<file path="src/rtl/blpc_pkg.sv">
// Package for the LED blink pattern controller: item codes, pattern codes,
// register indexes, reset values and the structs passed between modules.
// No dependencies.
`timescale 1ns / 1ps
`default_nettype none

package blpc_pkg;

    // Field widths fixed by the item format.
    localparam int unsigned PERIOD_W = 8;
    localparam int unsigned COUNT_W  = 8;
    localparam int unsigned SEL_W    = 2;
    localparam int unsigned PAT_W    = 3;
    localparam int unsigned OUT_W    = 3;
    localparam int unsigned CFG_IDX_W = 2;

    // Item kinds carried by the mode field.
    localparam logic MODE_TICK = 1'b0;
    localparam logic MODE_CMD  = 1'b1;

    // Pattern codes of a command.
    typedef enum logic [PAT_W-1:0] {
        PAT_OFF    = 3'd0,
        PAT_ON     = 3'd1,
        PAT_SLOW   = 3'd2,
        PAT_MEDIUM = 3'd3,
        PAT_FAST   = 3'd4,
        PAT_BURST1 = 3'd5,
        PAT_BURST3 = 3'd6,
        PAT_BURST5 = 3'd7
    } pattern_t;

    // Configuration register indexes.
    typedef enum logic [CFG_IDX_W-1:0] {
        REG_SLOW   = 2'd0,
        REG_MEDIUM = 2'd1,
        REG_FAST   = 2'd2,
        REG_BURST  = 2'd3
    } cfg_index_t;

    // Register reset values.
    localparam logic [PERIOD_W-1:0] SLOW_RESET   = 8'd100;
    localparam logic [PERIOD_W-1:0] MEDIUM_RESET = 8'd40;
    localparam logic [PERIOD_W-1:0] FAST_RESET   = 8'd4;
    localparam logic [PERIOD_W-1:0] BURST_RESET  = 8'd7;

    // Blink counts of the burst patterns.
    localparam logic [COUNT_W-1:0] BURST1_COUNT = 8'd1;
    localparam logic [COUNT_W-1:0] BURST3_COUNT = 8'd3;
    localparam logic [COUNT_W-1:0] BURST5_COUNT = 8'd5;

    // Current period settings seen by every LED.
    typedef struct packed {
        logic [PERIOD_W-1:0] slow;
        logic [PERIOD_W-1:0] mid;
        logic [PERIOD_W-1:0] fast;
        logic [PERIOD_W-1:0] burst;
    } periods_t;

    // Event presented to one LED in the cycle a request is accepted.
    typedef struct packed {
        logic     tick;
        logic     cmd_hit;
        pattern_t pattern;
    } led_event_t;

    // Status of one LED after the event.
    typedef struct packed {
        logic level;
        logic active;
    } led_status_t;

endpackage

`default_nettype wire

</file>
<file path="src/rtl/blpc_led_cell.sv">
// Blink state machine of one LED: period, tick counter, burst count and level.
// Depends on blpc_pkg.
`timescale 1ns / 1ps
`default_nettype none

module blpc_led_cell (
    input  wire logic                 aclk,
    input  wire logic                 aresetn,
    input  blpc_pkg::periods_t        periods,
    input  blpc_pkg::led_event_t      evt,
    output blpc_pkg::led_status_t     status_next
);

    logic [blpc_pkg::PERIOD_W-1:0] period_reg, period_next;
    logic [blpc_pkg::COUNT_W-1:0]  cnt_reg, cnt_next;
    logic [blpc_pkg::COUNT_W-1:0]  blinks_reg, blinks_next;
    logic                          burst_reg, burst_next;
    logic                          level_reg, level_next;
    logic [blpc_pkg::COUNT_W-1:0]  cnt_inc;

    assign cnt_inc = cnt_reg + blpc_pkg::COUNT_W'(1);

    // Next state for a command or a tick.
    always_comb begin
        period_next = period_reg;
        cnt_next    = cnt_reg;
        blinks_next = blinks_reg;
        burst_next  = burst_reg;
        level_next  = level_reg;
        if (evt.cmd_hit) begin
            cnt_next   = '0;
            burst_next = 1'b0;
            case (evt.pattern)
                blpc_pkg::PAT_OFF: begin
                    period_next = '0;
                    level_next  = 1'b0;
                end
                blpc_pkg::PAT_ON: begin
                    period_next = '0;
                    level_next  = 1'b1;
                end
                blpc_pkg::PAT_SLOW:   period_next = periods.slow;
                blpc_pkg::PAT_MEDIUM: period_next = periods.mid;
                blpc_pkg::PAT_FAST:   period_next = periods.fast;
                blpc_pkg::PAT_BURST1: begin
                    burst_next  = 1'b1;
                    period_next = periods.burst;
                    blinks_next = blpc_pkg::BURST1_COUNT;
                end
                blpc_pkg::PAT_BURST3: begin
                    burst_next  = 1'b1;
                    period_next = periods.burst;
                    blinks_next = blpc_pkg::BURST3_COUNT;
                end
                blpc_pkg::PAT_BURST5: begin
                    burst_next  = 1'b1;
                    period_next = periods.burst;
                    blinks_next = blpc_pkg::BURST5_COUNT;
                end
                default: begin
                    period_next = period_reg;
                end
            endcase
        end else if (evt.tick && (period_reg != '0)) begin
            cnt_next = cnt_inc;
            // Past half the period the LED goes low.
            if (cnt_inc > (period_reg >> 1)) begin
                level_next = 1'b0;
                if (burst_reg && (blinks_reg == '0)) begin
                    // Burst finished: stop blinking.
                    period_next = '0;
                    burst_next  = 1'b0;
                end else if (cnt_inc == period_reg) begin
                    // End of a period: restart high and count one blink.
                    cnt_next    = '0;
                    level_next  = 1'b1;
                    blinks_next = blinks_reg - blpc_pkg::COUNT_W'(1);
                end
            end
        end
    end

    // State registers; every LED starts off and inactive.
    always_ff @(posedge aclk) begin
        if (!aresetn) begin
            period_reg <= '0;
            cnt_reg    <= '0;
            blinks_reg <= '0;
            burst_reg  <= 1'b0;
            level_reg  <= 1'b0;
        end else begin
            period_reg <= period_next;
            cnt_reg    <= cnt_next;
            blinks_reg <= blinks_next;
            burst_reg  <= burst_next;
            level_reg  <= level_next;
        end
    end

    assign status_next.level  = level_next;
    assign status_next.active = (period_next != '0);

endmodule

`default_nettype wire

</file>
<file path="src/rtl/led_blink_pattern_controller_unit.sv">
// Top level of the LED blink pattern controller: period registers, one blink
// cell per LED and the result register. Depends on blpc_pkg, blpc_led_cell.
//
//  Channel   Ports                                      Direction
//  input     s_valid s_ready s_mode s_led_select s_pattern  in (request)
//  result    m_valid m_ready m_led_levels m_active_mask     out (request)
//  config    cfg_wr_en cfg_index cfg_wdata                 in (write only)
//
// For every request the LED cells update their state and the result register
// captures the new levels at the edge that accepts it.
// One request per cycle is sustained; s_ready drops only while a result
// waits in the result register and m_ready is low.
// Reset clears all LEDs to off and inactive and loads the period defaults.
`timescale 1ns / 1ps
`default_nettype none

module led_blink_pattern_controller_unit #(
    parameter int unsigned NUM_LEDS = 3
) (
    input  wire logic                              aclk,
    input  wire logic                              aresetn,
    // Configuration
    input  wire logic                              cfg_wr_en,
    input  wire logic [blpc_pkg::CFG_IDX_W-1:0]    cfg_index,
    input  wire logic [blpc_pkg::PERIOD_W-1:0]     cfg_wdata,
    // Input requests
    input  wire logic                              s_valid,
    output logic                                   s_ready,
    input  wire logic                              s_mode,
    input  wire logic [blpc_pkg::SEL_W-1:0]        s_led_select,
    input  wire logic [blpc_pkg::PAT_W-1:0]        s_pattern,
    // Results
    output logic                                   m_valid,
    input  wire logic                              m_ready,
    output logic [blpc_pkg::OUT_W-1:0]             m_led_levels,
    output logic [blpc_pkg::OUT_W-1:0]             m_active_mask
);

    blpc_pkg::periods_t            periods_reg;
    logic                          m_valid_reg, m_valid_next;
    logic [blpc_pkg::OUT_W-1:0]    levels_reg, levels_next;
    logic [blpc_pkg::OUT_W-1:0]    active_reg, active_next;
    logic                          accept;
    blpc_pkg::led_status_t         status [NUM_LEDS];

    // A request is taken whenever the result register is free or draining.
    assign s_ready = !m_valid_reg || m_ready;
    assign accept  = s_valid && s_ready;

    // Period registers.
    always_ff @(posedge aclk) begin
        if (!aresetn) begin
            periods_reg.slow  <= blpc_pkg::SLOW_RESET;
            periods_reg.mid   <= blpc_pkg::MEDIUM_RESET;
            periods_reg.fast  <= blpc_pkg::FAST_RESET;
            periods_reg.burst <= blpc_pkg::BURST_RESET;
        end else if (cfg_wr_en) begin
            case (blpc_pkg::cfg_index_t'(cfg_index))
                blpc_pkg::REG_SLOW:   periods_reg.slow  <= cfg_wdata;
                blpc_pkg::REG_MEDIUM: periods_reg.mid   <= cfg_wdata;
                blpc_pkg::REG_FAST:   periods_reg.fast  <= cfg_wdata;
                blpc_pkg::REG_BURST:  periods_reg.burst <= cfg_wdata;
                default: begin
                    periods_reg <= periods_reg;
                end
            endcase
        end
    end

    // One blink cell per LED; a command reaches only the LED it selects.
    for (genvar g = 0; g < NUM_LEDS; g++) begin : g_led
        blpc_pkg::led_event_t evt;

        assign evt.tick    = accept && (s_mode == blpc_pkg::MODE_TICK);
        assign evt.cmd_hit = accept && (s_mode == blpc_pkg::MODE_CMD)
                             && (32'(s_led_select) == g);
        assign evt.pattern = blpc_pkg::pattern_t'(s_pattern);

        blpc_led_cell u_cell (
            .aclk        (aclk),
            .aresetn     (aresetn),
            .periods     (periods_reg),
            .evt         (evt),
            .status_next (status[g])
        );
    end

    // Gather the reported LEDs into the result fields.
    for (genvar b = 0; b < blpc_pkg::OUT_W; b++) begin : g_out
        if (b < NUM_LEDS) begin : g_used
            assign levels_next[b] = status[b].level;
            assign active_next[b] = status[b].active;
        end else begin : g_unused
            assign levels_next[b] = 1'b0;
            assign active_next[b] = 1'b0;
        end
    end

    // Result valid follows acceptance and delivery.
    always_comb begin
        m_valid_next = m_valid_reg;
        if (accept) begin
            m_valid_next = 1'b1;
        end else if (m_ready) begin
            m_valid_next = 1'b0;
        end
    end

    always_ff @(posedge aclk) begin
        if (!aresetn) begin
            m_valid_reg <= 1'b0;
        end else begin
            m_valid_reg <= m_valid_next;
        end
    end

    // Result payload is loaded with the state left by the accepted request.
    always_ff @(posedge aclk) begin
        if (accept) begin
            levels_reg <= levels_next;
            active_reg <= active_next;
        end
    end

    assign m_valid       = m_valid_reg;
    assign m_led_levels  = levels_reg;
    assign m_active_mask = active_reg;

endmodule

`default_nettype wire

</file>
<file path="config.mk">
export PLATFORM = sky130hd
export DESIGN_NAME = led_blink_pattern_controller_unit
export DESIGN_NICKNAME = d
export VERILOG_FILES = /design/src/rtl/blpc_pkg.sv /design/src/rtl/blpc_led_cell.sv /design/src/rtl/led_blink_pattern_controller_unit.sv
export SDC_FILE = /design/constraint.sdc
export NUM_CORES = 1
export LEC_CHECK = 0
export BUFFER_PORTS_ARGS = -buffer_cell sky130_fd_sc_hd__buf_2
export CAP_MARGIN = 20
export CORE_ASPECT_RATIO = 1.5
export CORE_UTILIZATION = 55
export DETAILED_ROUTE_END_ITERATION = 7
export PLACE_DENSITY = 0.73
export SYNTH_ARGS = -nofsm -noshare
export SYNTH_HDL_FRONTEND = slang
export SYNTH_SLANG_ARGS = --single-unit
export TNS_END_PERCENT = 5
</file>
<file path="constraint.sdc">
create_clock -name aclk -period 3.24 [get_ports aclk]
set_clock_uncertainty 0.2 [all_clocks]
set_input_delay 0.162 -clock aclk [delete_from_list [all_inputs] [get_ports aclk]]
set_output_delay 0.162 -clock aclk [all_outputs]
set_load 0.01 [all_outputs]
</file>
# After elaboration in Yosys (flattened, before gate mapping)
# Index checks and enable logic that the tools add are counted.
word_totals:
  word_cells: 179
  output_inout_bits: 8
  inputBits: 21
  reg_bits: 117
op_classes:
  muxes: 71
  bitwise: 2
  add_sub_neg: 6
  n_reduce_logical: 54
  n_lt_le_gt_ge: 3
  eq_ne: 21
op_table:
  columns: ["operator", "n"]
  rows:
  - ["8-bit two-way mux", 36]
  - ["8-bit nonzero test", 6]
  - ["8-bit one-hot mux with 5 select lines", 1]
  - ["1-bit two-way mux", 30]
  - ["2-bit nonzero test", 13]
  - ["8-bit by 1-bit adder with 8-bit output (second input constant)", 3]
  - ["8-bit equality test", 3]
  - ["8-bit by 7-bit greater-than comparator with 1-bit output", 3]
  - ["8-bit zero test", 3]
  - ["8-bit one-hot mux with 3 select lines", 1]
  - ["8-bit by 1-bit subtractor with 8-bit output (second input constant)", 3]
  - ["5-bit AND reduction", 3]
  - ["3-bit equality test (second input constant)", 4]
  - ["1-bit logical AND", 12]
  - ["4-bit by 1-bit != test with 1-bit output (second input constant)", 3]
  - ["3-bit AND reduction", 3]
  - ["2-bit AND reduction", 4]
  - ["2-bit OR reduction", 4]
  - ["2-bit equality test (second input constant)", 3]
  - ["3-bit by 2-bit equality test with 1-bit output (second input constant)", 2]
  - ["2-bit != test (second input constant)", 3]
  - ["1-bit one-hot mux with 2 select lines", 3]
  - ["2-bit by 1-bit equality test with 1-bit output (second input constant)", 2]
  - ["2-bit zero test", 2]
  - ["6 further kinds", 7]

# Depth between registers and ports, before layout
# Gate-level depths: netlist of the first run.
depth:
  ltp_word: 8
  depth_mapped: 15
  mapped_depth_nobuf: 13

# Modules after synthesis
# A second synthesis of the first run with hierarchy kept.
unflattened:
  cells_unflattened: 973
  area_unflattened_um2: 8254.2
by_module_without_submodules:
  columns: ["mod", "cells_each", "area_each_um2", "n_inst", "seq_area_each_um2"]
  rows:
  - ["blpc_led_cell at g_led[0].u_cell ...", 277, 2274.7, 2, 520.5]
  - ["blpc_led_cell at g_led[2].u_cell", 276, 2122.0, 1, 520.5]
  - ["led_blink_pattern_controller_unit", 143, 1582.8, 1, 840.8]

# Least setup slack after synthesis of the first run
# OpenSTA, ideal clock, no wires.
synth_timing:
  kind: "register -> register"
  from: "register g_led[2].u_cell.cnt_reg[0] (netlist name)"
  to: "register g_led[2].u_cell.blinks_reg[2] (netlist name)"
  path_stages_with_launch: 14
  t_required_ns: 2.913
  setup_time_ns: 0.127
  period_less_slack_ns: 3.300
  t_arrival_ns: 2.973
  path_buffers: 1
  setup_slack_ns: -0.060
  path_cell_list: "dfxtp_1 ha_1 nand3_1 xor2_1 inv_1 ha_1 o21a_1 o21ai_0 a221oi_1 o21ai_0 nor4_4 buf_6 nor3_2 or3b_1"
synth_between:
  elab_chain_cells: 4
  word_cells_on_any_way: 6
  classes_between: "add/sub: 1; order compare: 1; eq/ne: 1; reduce/logical: 3"
synth_lines:
  columns: ["item", "line", "text"]
  rows:
  - ["from (decl)", "blpc_led_cell.sv:15", "logic [blpc_pkg::COUNT_W-1:0] cnt_reg, cnt_next;"]
  - ["from (signal assigned)", "blpc_led_cell.sv:93", "cnt_reg <= cnt_next;"]
  - ["8-bit by 1-bit adder with 8-bit output (*)", "blpc_led_cell.sv:21", "assign cnt_inc = cnt_reg + blpc_pkg::COUNT_W'(1);"]
  - ["8-bit by 7-bit greater-than comparator with 1-bit output or 8-bit equality test (tied branches)", "blpc_led_cell.sv:67, blpc_led_cell.sv:73", null]
  - ["2-bit nonzero test (no source line)", null, null]
  - ["5-bit AND reduction (no source line) (*)", null, null]
  - ["to (signal assigned)", "blpc_led_cell.sv:94", "blinks_reg <= blinks_next;"]
  - ["to (decl)", "blpc_led_cell.sv:16", "logic [blpc_pkg::COUNT_W-1:0] blinks_reg, blinks_next;"]
# Mark *: on every way between the ends. The rest lies on a longest branch, timed or not.
# A chain may end at the register's enable or synchronous reset.

# Worst setup path in the final report of the first run
layout_timing:
  from: "register g_led[2].u_cell.cnt_reg[3] (netlist name)"
  to: "register g_led[2].u_cell.cnt_reg[0] (netlist name)"
layout_between:
  elab_chain_cells: 5
  word_cells_on_any_way: 6
  classes_between: "add/sub: 1; order compare: 1; eq/ne: 1; mux: 3"
layout_lines:
  columns: ["item", "line", "text"]
  rows:
  - ["8-bit by 1-bit adder with 8-bit output (*)", "blpc_led_cell.sv:21", null]
  - ["branches (longest 3 deep; another with 8-bit by 7-bit greater-than comparator with 1-bit output)", null, null]
  - ["8-bit two-way mux (*)", "blpc_led_cell.sv:67", "if (cnt_inc > (period_reg >> 1)) begin"]
# Mark *: on every way between the ends.

==> results of run 1 <==
power breakdown:
group	internal, mW	switching (mW)	leakage [nW]
Clock	1.05	0.720	0.266
Combinational	0.144	0.225	2.10
Sequential	1.48	0.0218	0.963
Total	2.68	0.967	3.33
routing by layer:
layer	wire, um	vias up
li1	-	3315
met1	8100	3298
met2	9930	216
met3	767	54
met4	669	0
met5	0	-
worst min path at each step:
stage	start	end	slack (ns)	cells after the start
global placement	cfg_wdata[5]	periods_reg[21]	0.22	3
global route	s_pattern[2]	g_led[2].u_cell.blinks_reg[1]	0.02	3
CTS	s_pattern[2]	g_led[2].u_cell.blinks_reg[1]	0.003	3
finish	s_pattern[2]	g_led[2].u_cell.blinks_reg[1]	0.01	3
detailed placement	cfg_wdata[5]	periods_reg[21]	0.24	3
floorplan	cfg_wdata[2]	periods_reg[10]	0.09	2
timing repair:
action,in CTS,in global routing
setup buffers,0,1
hold buffers,10,0
pin swaps,3,3
resized for setup,1,26
endpoints found under the hold margin,33,0
setup endpoints to repair,11,53
cells by family after synthesis:
group | share of synthesized area
AND/OR/NAND/NOR | 0.272
flip-flops | 0.340
adder cells (fa/ha/maj) | 0.0478
XOR/XNOR | 0.0418
AO/OA/AOI/OAI | 0.210
multiplexers | 0.0365
buffers and inverters | 0.0515
area by class of cell:
class,count,area [um^2]
flip-flops and latches,117,2420
fillers,1019,4160
clock buffers,20,468
inverters,34,128
clock inverters,11,90.1
well taps,156,195
repair buffers,96,676
multi-input cells,673,4380
worst max-delay path: cells and delay by family (launching register included):
family / cells / cell delay [ns]
DFF: 1 / 0.37
buffers and inverters: 2 / 0.33
AOI/OAI and AO/OA: 3 / 0.51
adders and majority gates: 1 / 0.26
and+or+nand+nor: 7 / 1.34
cell usage after synthesis (8+ instances only):
cell,count
nand4_1,13
nand2b_1,10
ha_1,27
or3b_2,8
nor2b_1,16
or4_1,11
clkbuf_1,28
buf_2,9
o21ai_0,36
and3_1,8
or3_1,11
a31oi_1,21
nor3_1,12
xor2_1,10
xnor2_1,16
a211oi_1,18
mux2i_1,19
nand2_1,115
dfxtp_1,111
nand3_1,43
o211ai_1,10
nor2_1,82
inv_1,34
a21oi_1,49
nor4_1,10
a22o_1,10
==> metrics.md, run 1 <==
| Metric | Value |
|---|---|
| Synth area leader | `dfxtp_1` |
| Power after layout | `3.65 mW` |
| Grt ovf | `0` |
| Synth top area share | `0.314` |
| Post-route design area | `8350 um^2` |
| Count of input and output buffers | `28` |
| Post-synth EDFFs | `6` |
| Worst-path clk slew | `0.06 ns` |
| Worst Path Max Fanout | `7` |
| Final Worst Setup Slack | `0.136 ns` |
| Area contributors post-synth | `dfxtp_1 31%, nand2_1 6.1%, ha_1 4.8%` |
| DP Area | `7590 um^2` |
| Fraction of registers with async set/reset | `0` |
| Pre-CTS setup slack | `-0.0790 ns` |
| Min-Delay Path Class | `input port to register` |
| Largest net degree at the start of global routing | `48` |
| Initial antenna violation count | `0` |
| Placed cell count | `1065` |
| Worst-Skew Late Latency | `between 0.4 and 0.5 ns` |
| Fin crit share | `0.958` |
| Drt total wl | `a little under 20 mm` |
| Max FFs per register | `32` |
| Cells along the critical path | `nand3_2 -> or3_1 -> nand2_1 -> ha_1 -> a22o_1 -> nor4_2 -> a221oi_2 -> buf_4 -> nor2_1 -> nor4_2 -> buf_4 -> or2_2 -> o21ai_0` |
| Element type at the critical path end | `register` |
| Least-Margin Pin Slew | `0.966 ns` |
| RSZ-0062 raised after global routing | `yes` |
| M1 GR Usage | `0.351` |
| Routed vias/inst | `about 6.2` |
| Post-synth cell types | `72` |
| Status | `complete, no violations` |
| Fmax | `about 0.32 GHz` |
| Number of cell rows | `50` |
| Ports | `29` |
| Top FF cell, synth | `dfxtp_1` |
| Layout Area Growth over Synthesis | `18.2%` |
| Tot GR Track Use | `0.301` |
| Most common cell after layout, fill and taps aside | `nand2_1` |
| Die Ht | `~140 um` |
| Final #Nets | `987` |
| GR Util met2 | `0.529` |
| Crit path required time | `~3.4 ns` |
| Vias in the first global route | `6735` |
| Mapped cell area | `7070 um^2` |
| Layout cells sized above 1 | `0.180` |
| Reg2reg start | `g_led[2].u_cell.cnt_reg[3]` |
| CP peak stage delay | `between 0.3 and 0.4 ns` |
| Met3 Use GR | `0.0529` |
| Final setup violation count | `0` |
| Most frequent cells in the layout | `115 x nand2_1, 104 x dfxtp_1, 82 x nor2_1` |
| Hold Violations, Final | `0` |
| H-tree levels | `4` |
| Via count | `6883` |
| Critical Path Sink | `g_led[2].u_cell.cnt_reg[0]` |
| Syn Inst Count | `875` |
| Hpwl dp | `13.7 mm` |
| CP startpoint | `g_led[2].u_cell.cnt_reg[3]` |
| Mean Syn Cell Area | `8.08 um^2` |
| Worst reg2reg path depth | `13` |
| Number of inserted diodes | `0` |
| Cts bufs inserted | `17` |
| Worst Hold Slack | `0.00970 ns` |
| Max Cap Viol | `0` |
| First-pass GRT wire length | `31.7 mm` |
| CTS tree | `built` |
| Crit path launch type | `register` |
| Post-layout min period | `a little over 3 ns` |
| RD Place Congestion | `0.949` |
| RR Endpoint | `g_led[2].u_cell.cnt_reg[0]` |
| R2R setup slack | `about 0.14 ns` |
| Die Width | `94.6 um` |
| Worst vdd ir | `between 0.2 and 0.3 mV` |
| WL per Instance | `17.6 um` |
| Busiest grt layer | `met2` |
| Slew Limit Fails | `0` |
| Die area | `13300 um^2` |
| PD cells | `between 400 and 500 nW/um^2` |
| Max Root-Sink Buffers | `2` |
| Antenna-violating nets left | `0` |
| # DRC | `0` |
| Post-route setup TNS | `0 ns` |
| Synthesis-stage register bit count | `roughly 120` |
| CP arrival | `3.23 ns` |
| Max stage delay cell, worst path | `dfxtp_2` |
| Initial Util | `0.565` |
| CP Class | `register to register` |
| Syn Nets | `923` |
| Drt first pass iters | `8` |
| YS warnings | `0` |
| Static leakage | `3.33 nW` |
| Layout Cells excl Fill | `1107` |
| Clk root buf | `clkbuf_16` |
| # clock sinks | `about 120` |
| Sequential area share after synthesis | `0.340` |
| Rel. slew slack | `0.351` |
| Core Util, Final | `0.668` |
| Core area | `12500 um^2` |
| DR iter-0 viols | `523` |
Power figures use the tool's default switching activity.
==> inputs of run 2 (changes only) <==
ABC_AREA = 1   (was not set)
==> run 2 against run 1 <==
Against the previous run:
- setup slack better by 0.076 ns
- flip-flop and latch count stayed put
- maximum frequency is 2.5% higher
==> metrics.md, run 2 <==
| Metric | Value |
|---|---|
| Status | `complete, no violations` |
| Fmax | `0.330 GHz` |
| RD Place Congestion | `about 0.90` |
| WL per Instance | `13.9 um` |
| Synth Area in Adders | `0.0501` |
| Post-Synth Simple-Gate Area | `0.350` |
| Synth top cells by count | `210 x nand2_1, 183 x nor2_1, 114 x inv_1` |
| Most frequent cells in the layout | `210 x nand2_1, 183 x nor2_1, 114 x inv_1` |
| CP arrival | `about 3 ns` |
| Reg2reg start | `g_led[0].u_cell.cnt_reg[0]` |
| Worst-path clk slew | `0.06 ns` |
| Synth top area share | `0.329` |
| R2R setup slack | `0.21 ns` |
| Worst vdd ir | `~0.37 mV` |
| Post-synth cell types | `45` |
| Fin crit share | `0.935` |
| Post-synthesis mux area share | `0` |
| # clock sinks | `between 100 and 150` |
| Area contributors post-synth | `dfxtp_1 33%, nand2_1 12%, nor2_1 10%` |
| Crit path required time | `3.22 ns` |
| Number of cell rows | `49` |
| Vias in the first global route | `a little over 6000` |
| Combinational power share | `0.081` |
| Power after layout | `3.78 mW` |
| Synthesis-stage register bit count | `between 100 and 150` |
| # DRC | `0` |
| Worst reg2reg path depth | `17` |
| DP Area | `7110 um^2` |
| Least-Margin Pin Slew | `about 0.74 ns` |
| Top FF cell, synth | `dfxtp_1` |
| HP Start | `cfg_index[1]` |
| Final setup violation count | `0` |
| Syn Nets | `1045` |
| Busiest grt layer | `met2` |
| Post-route setup TNS | `0 ns` |
| Antenna-violating nets left | `0` |
| RR Endpoint | `m_active_mask[0]` |
| Initial antenna violation count | `0` |
| YS warnings | `0` |
| Number of inserted diodes | `0` |
| Worst-Skew Late Latency | `around 0.43 ns` |
| Pint | `2.86 mW` |
| Min-Delay Path Class | `input port to register` |
| First-pass GRT wire length | `27.9 mm` |
| Core Util, Final | `0.659` |
| Count leader, synth | `nand2_1` |
| PD cells | `between 400 and 500 nW/um^2` |
| Net Sw Frac | `0.244` |
| Clock power share | `0.520` |
| Hold path depth | `4` |
| Hold Violations, Final | `0` |
| Max Root-Sink Buffers | `2` |
| Main combinational cell family by area after synthesis | `simple AND/OR/NAND/NOR gates` |
| Post-layout min period | `3.03 ns` |
| Most common cell after layout, fill and taps aside | `nand2_1` |
| Die Width | `92.4 um` |
| Routed vias/inst | `5.26` |
| Largest net degree at the start of global routing | `56` |
| Rel. slew slack | `0.505` |
| Max Cap Viol | `0` |
| Sequential area share after synthesis | `0.356` |
| Die Ht | `about 140 um` |
| Cts bufs inserted | `17` |
| Core area | `12000 um^2` |
| Met3 Use GR | `0.0541` |
| NetSw | `0.925 mW` |
| XOR/XNOR Fraction of Synth Area | `0.0401` |
| Die area | `12700 um^2` |
| Worst Hold Slack | `roughly 0.016 ns` |
| Drt first pass iters | `5` |
| Mapped cell area | `6750 um^2` |
| Crit path launch type | `register` |
| Mean Syn Cell Area | `6.77 um^2` |
| Worst Hold Endpoint | `periods_reg[19]` |
| Initial Util | `0.564` |
| Hpwl dp | `11.9 mm` |
| Count of input and output buffers | `28` |
| H-tree levels | `4` |
| GR Util met2 | `0.513` |
| DR iter-0 viols | `roughly 320` |
| Drt total wl | `16.9 mm` |
| M1 GR Usage | `0.312` |
| Clk root buf | `clkbuf_16` |
| Via count | `roughly 6400` |
| Tot GR Track Use | `0.282` |
| Fraction of registers with async set/reset | `0` |
| Grt ovf | `0` |
| RSZ-0062 raised after global routing | `yes` |
| Post-synthesis compound-gate area fraction | `0.124` |
| CTS tree | `built` |
| Post-synth EDFFs | `6` |
| Worst Path Max Fanout | `9` |
| Slew Limit Fails | `0` |
| Layout Area Growth over Synthesis | `16.8%` |
| Static leakage | `3.53 nW` |
| Ports | `29` |
| Sequential Power Share | `0.398` |
| Synth area leader | `dfxtp_1` |
| CP Class | `register to register` |
| Element type at the critical path end | `register` |
| Layout cells sized above 1 | `0.123` |
| Postcts setup bufs | `0` |
| Final #Nets | `1100` |
| Max FFs per register | `32` |
| Post-route design area | `7880 um^2` |
| Syn Inst Count | `997` |
-- run 2: cell count changes after synthesis, moves of 18 or more --
cell      previous run  this run
a211oi_1            18         0
nand2_1            115       210
nor2_1              82       183
mux2i_1             19         0
a21oi_1             49        75
inv_1               34       114
nand3_1             43        66
-- run 2: kinds of logic after synthesis --
| logic type | count (synthesis) |
|---|---|
| AND/OR/NAND/NOR | 529 |
| AO/OA/AOI/OAI | 154 |
| flip-flops | 117 |
| adder cells (fa/ha/maj) | 27 |
| XOR/XNOR | 27 |
| buffers and inverters | 143 |
-- run 2: worst max path at each step --
stage                               startpoint                to  slack [ns]  cells past startpoint
finish              g_led[0].u_cell.cnt_reg[0]  m_active_mask[0]        0.21                     17
global placement    g_led[0].u_cell.cnt_reg[0]  m_active_mask[0]        0.32                     15
detailed placement  g_led[0].u_cell.cnt_reg[0]  m_active_mask[0]        0.23                     15
CTS                 g_led[0].u_cell.cnt_reg[0]  m_active_mask[0]        0.16                     17
global route        g_led[0].u_cell.cnt_reg[0]  m_active_mask[0]       -0.01                     17
floorplan           g_led[0].u_cell.cnt_reg[0]  m_active_mask[0]        0.58                     17
-- run 2: layer usage --
metal  vias to the layer above  wire length [um]
met5                         -                 0
met4                         0               597
met3                        47               630
met2                       141              8690
met1                      2879              6980
li1                       3332                 -
-- run 2: metrics by stage --
stage / worst slack [ns] / cells
CTS: 0.162 / 1217
global route: -0.0149 / 1217
global placement: 0.323 / 1173
detailed placement: 0.229 / 1173
finish: 0.212 / 1217
floorplan: 0.578 / 997
-- run 2: final cells by class --
class	instances	area, um^2
Fill cell	1089	4070
Multi-Input combinational cell	737	3830
Sequential cell	117	2400
Clock buffer	22	507
Inverter	125	469
Timing Repair Buffer	54	368
Tap cell	153	191
Clock inverter	9	115
-- run 2: repair_timing --
item,CTS,global route
hold buffers,13,0
gates resized for setup,0,5
setup endpoints to repair,0,6
hold endpoints to repair,33,0
-- run 2: power by group through the flow --
stage | sequential, mW | clock (mW) | combinational (mW)
after floorplan | 1.54 | 0 | 0.189
after global placement | 1.54 | 0 | 0.289
after detailed placement | 1.54 | 0 | 0.291
after CTS | 1.51 | 1.98 | 0.306
after global routing | 1.51 | 2.04 | 0.346
final | 1.51 | 1.97 | 0.308
-- run 2: worst max-delay path, stage by stage, from the launching register on --
cell and delay, ns:
dfxtp_1 0.41, ha_1 0.20, nand2_1 0.09, nor2_2 0.16, nand2_1 0.06, nand2_1 0.08, nand2_1 0.10, ha_1 0.30
and3_1 0.18, nand2_1 0.07, nand2_1 0.07, nand2_1 0.05, nand2_1 0.11, nand3_2 0.18, a21oi_1 0.26, nand2_1 0.08
nor2_1 0.10, nand2_1 0.05
==> inputs of run 3 (changes only) <==
REMOVE_ABC_BUFFERS = 1   (was not set)
==> run 3 against run 2 <==
Against the previous run:
- die area stayed put
- routed wire length fell by 0.33%
- combinational power fell by 3%
- clock power hardly changed
- sequential power about the same
- count of clock-buffer cells in the layout down 4
- first-iteration DRC count is 6.5% higher
- final cell count is 0.41% lower
- design area down 0.65%
- register-to-register slack improved by 0.02 ns
- via count grew 0.84%
- flip-flop and latch count is the same
- highest routed layer unchanged
==> metrics.md, run 3 (synthesis results as in run 2) <==
| Metric | Value |
|---|---|
| CTS tree | `built` |
| Ports | `29` |
| First-pass GRT wire length | `approximately 28 mm` |
| Min-Delay Path Class | `input port to register` |
| Die area | `12700 um^2` |
| Rel. slew slack | `0.473` |
| RSZ-0062 raised after global routing | `yes` |
| Fmax | `~0.33 GHz` |
| Element type at the critical path end | `register` |
| H-tree levels | `4` |
| Count of input and output buffers | `28` |
| Static leakage | `3.51 nW` |
| Worst-Skew Late Latency | `0.42 ns` |
| Hold path depth | `4` |
| Crit path required time | `3.20 ns` |
| Worst-path clk slew | `0.06 ns` |
| Core Util, Final | `0.655` |
| Power after layout | `3.77 mW` |
| Core area | `around 12000 um^2` |
| Postcts setup bufs | `0` |
| Worst reg2reg path depth | `16` |
| CP arrival | `2.97 ns` |
| Combinational power share | `0.079` |
| Worst vdd ir | `0.380 mV` |
| Drt first pass iters | `5` |
| Number of cell rows | `49` |
| Most frequent cells in the layout | `210 x nand2_1, 183 x nor2_1, 114 x inv_1` |
| Hpwl dp | `12.0 mm` |
| Layout cells sized above 1 | `0.123` |
| Cts bufs inserted | `17` |
| Antenna-violating nets left | `0` |
| Tot GR Track Use | `0.277` |
| Die Ht | `138 um` |
| Routed vias/inst | `about 5.3` |
| CP Class | `register to register` |
| Hold Violations, Final | `0` |
| Max Cap Viol | `0` |
| Clk root buf | `clkbuf_16` |
| Die Width | `92.4 um` |
| DR iter-0 viols | `approximately 350` |
| Max FFs per register | `32` |
| Fin crit share | `0.929` |
| # DRC | `0` |
| # clock sinks | `117` |
| Max Root-Sink Buffers | `2` |
| Pint | `about 2.8 mW` |
| Grt ovf | `0` |
| Least-Margin Pin Slew | `between 0.7 and 0.8 ns` |
| Vias in the first global route | `roughly 6000` |
| Slew Limit Fails | `0` |
| Drt total wl | `16.8 mm` |
| Post-layout min period | `3.01 ns` |
| Number of inserted diodes | `0` |
| Final setup violation count | `0` |
| Layout Area Growth over Synthesis | `16.0%` |
| Net Sw Frac | `0.250` |
| WL per Instance | `around 14 um` |
| Via count | `between 6000 and 7000` |
| Largest net degree at the start of global routing | `56` |
| Layout Cells excl Fill | `around 1200` |
| PD cells | `481 nW/um^2` |
| Status | `complete, no violations` |
| NetSw | `0.941 mW` |
| Most common cell after layout, fill and taps aside | `nand2_1` |
| Worst Path Max Fanout | `9` |
| Worst Hold Slack | `0.0225 ns` |
| Crit path launch type | `register` |
| Initial Util | `0.564` |
| Initial antenna violation count | `0` |
| Placed cell count | `1168` |
| Final #Nets | `1094` |
| RD Place Congestion | `0.957` |
| Sequential Power Share | `0.400` |
| Clock power share | `0.520` |
==> run 3: cell types whose count changed in the layout (fill, tap and decap cells not counted), sizes merged <==
cell         previous run  this run
inv                   125       129
bufinv                  2         3
clkinvlp                2         3
buf                    41        36
clkbuf                 22        18
clkinv                  5         4
dlygate4sd3            13        12
==> run 3: metrics by stage <==
stage	area [um^2]	TNS, ns	setup slack, ns
3_3_place_gp	7070	0	0.350
3_5_place_dp	7070	0	0.271
5_1_grt	7830	-0.0949	-0.0703
6_report	7830	0	0.231
4_1_cts	7800	0	0.188
2_1_floorplan	6680	0	0.578
==> run 3: final timing paths <==
check | slack [ns] | start | endpoint
hold reg to reg | 0.25 | periods_reg[9] | periods_reg[9]
setup reg to reg | 0.23 | g_led[1].u_cell.cnt_reg[0] | m_active_mask[1]
setup / recovery | 0.23 | g_led[1].u_cell.cnt_reg[0] | m_active_mask[1]
hold / removal | 0.02 | cfg_index[1] | periods_reg[19]
==> run 3: area by class of cell <==
| cell class | count | area (um^2) |
|---|---|---|
| Clock buffer | 18 | 439 |
| Clock inverter | 14 | 173 |
| Fill cell | 1137 | 4130 |
| Inverter | 125 | 469 |
| Multi-Input combinational cell | 737 | 3830 |
| Sequential cell | 117 | 2400 |
| Tap cell | 153 | 191 |
| Timing Repair Buffer | 48 | 320 |
==> run 3: timing repair <==
item,CTS,global route
resized for setup,0,7
endpoints found under the setup margin,0,3
hold endpoints to repair,33,0
hold buffers,12,0
==> run 3: critical path, cell delays in order (launching register included) <==
cell	delay (ns)
dfxtp_1	0.40
ha_1	0.21
nand2_2	0.08
nor2_1	0.17
nand2_1	0.13
xnor2_2	0.18
ha_1	0.32
nand3_1	0.07
inv_1	0.05
nand2_1	0.05
nor3_1	0.05
nand2_2	0.10
nand4_4	0.19
a21oi_2	0.23
nand2_1	0.08
nor2_1	0.14
nand2_1	0.08
==> run 3: power groups by stage <==
stage / logic, mW / registers [mW] / clock network, mW
after CTS: 0.296 / 1.51 / 1.97
final: 0.298 / 1.51 / 1.96
after global placement: 0.279 / 1.54 / 0
after floorplan: 0.179 / 1.54 / 0
after detailed placement: 0.282 / 1.54 / 0
after global routing: 0.333 / 1.51 / 2.03
==> run 3: metal layers <==
metal / vias to the layer above / wire (um) / track usage
met5: - / 0 / 0
met4: 0 / 436 / 0.113
met3: 43 / 643 / 0.0469
met2: 145 / 8660 / 0.508
met1: 2950 / 7110 / 0.316
li1: 3315 / - / -
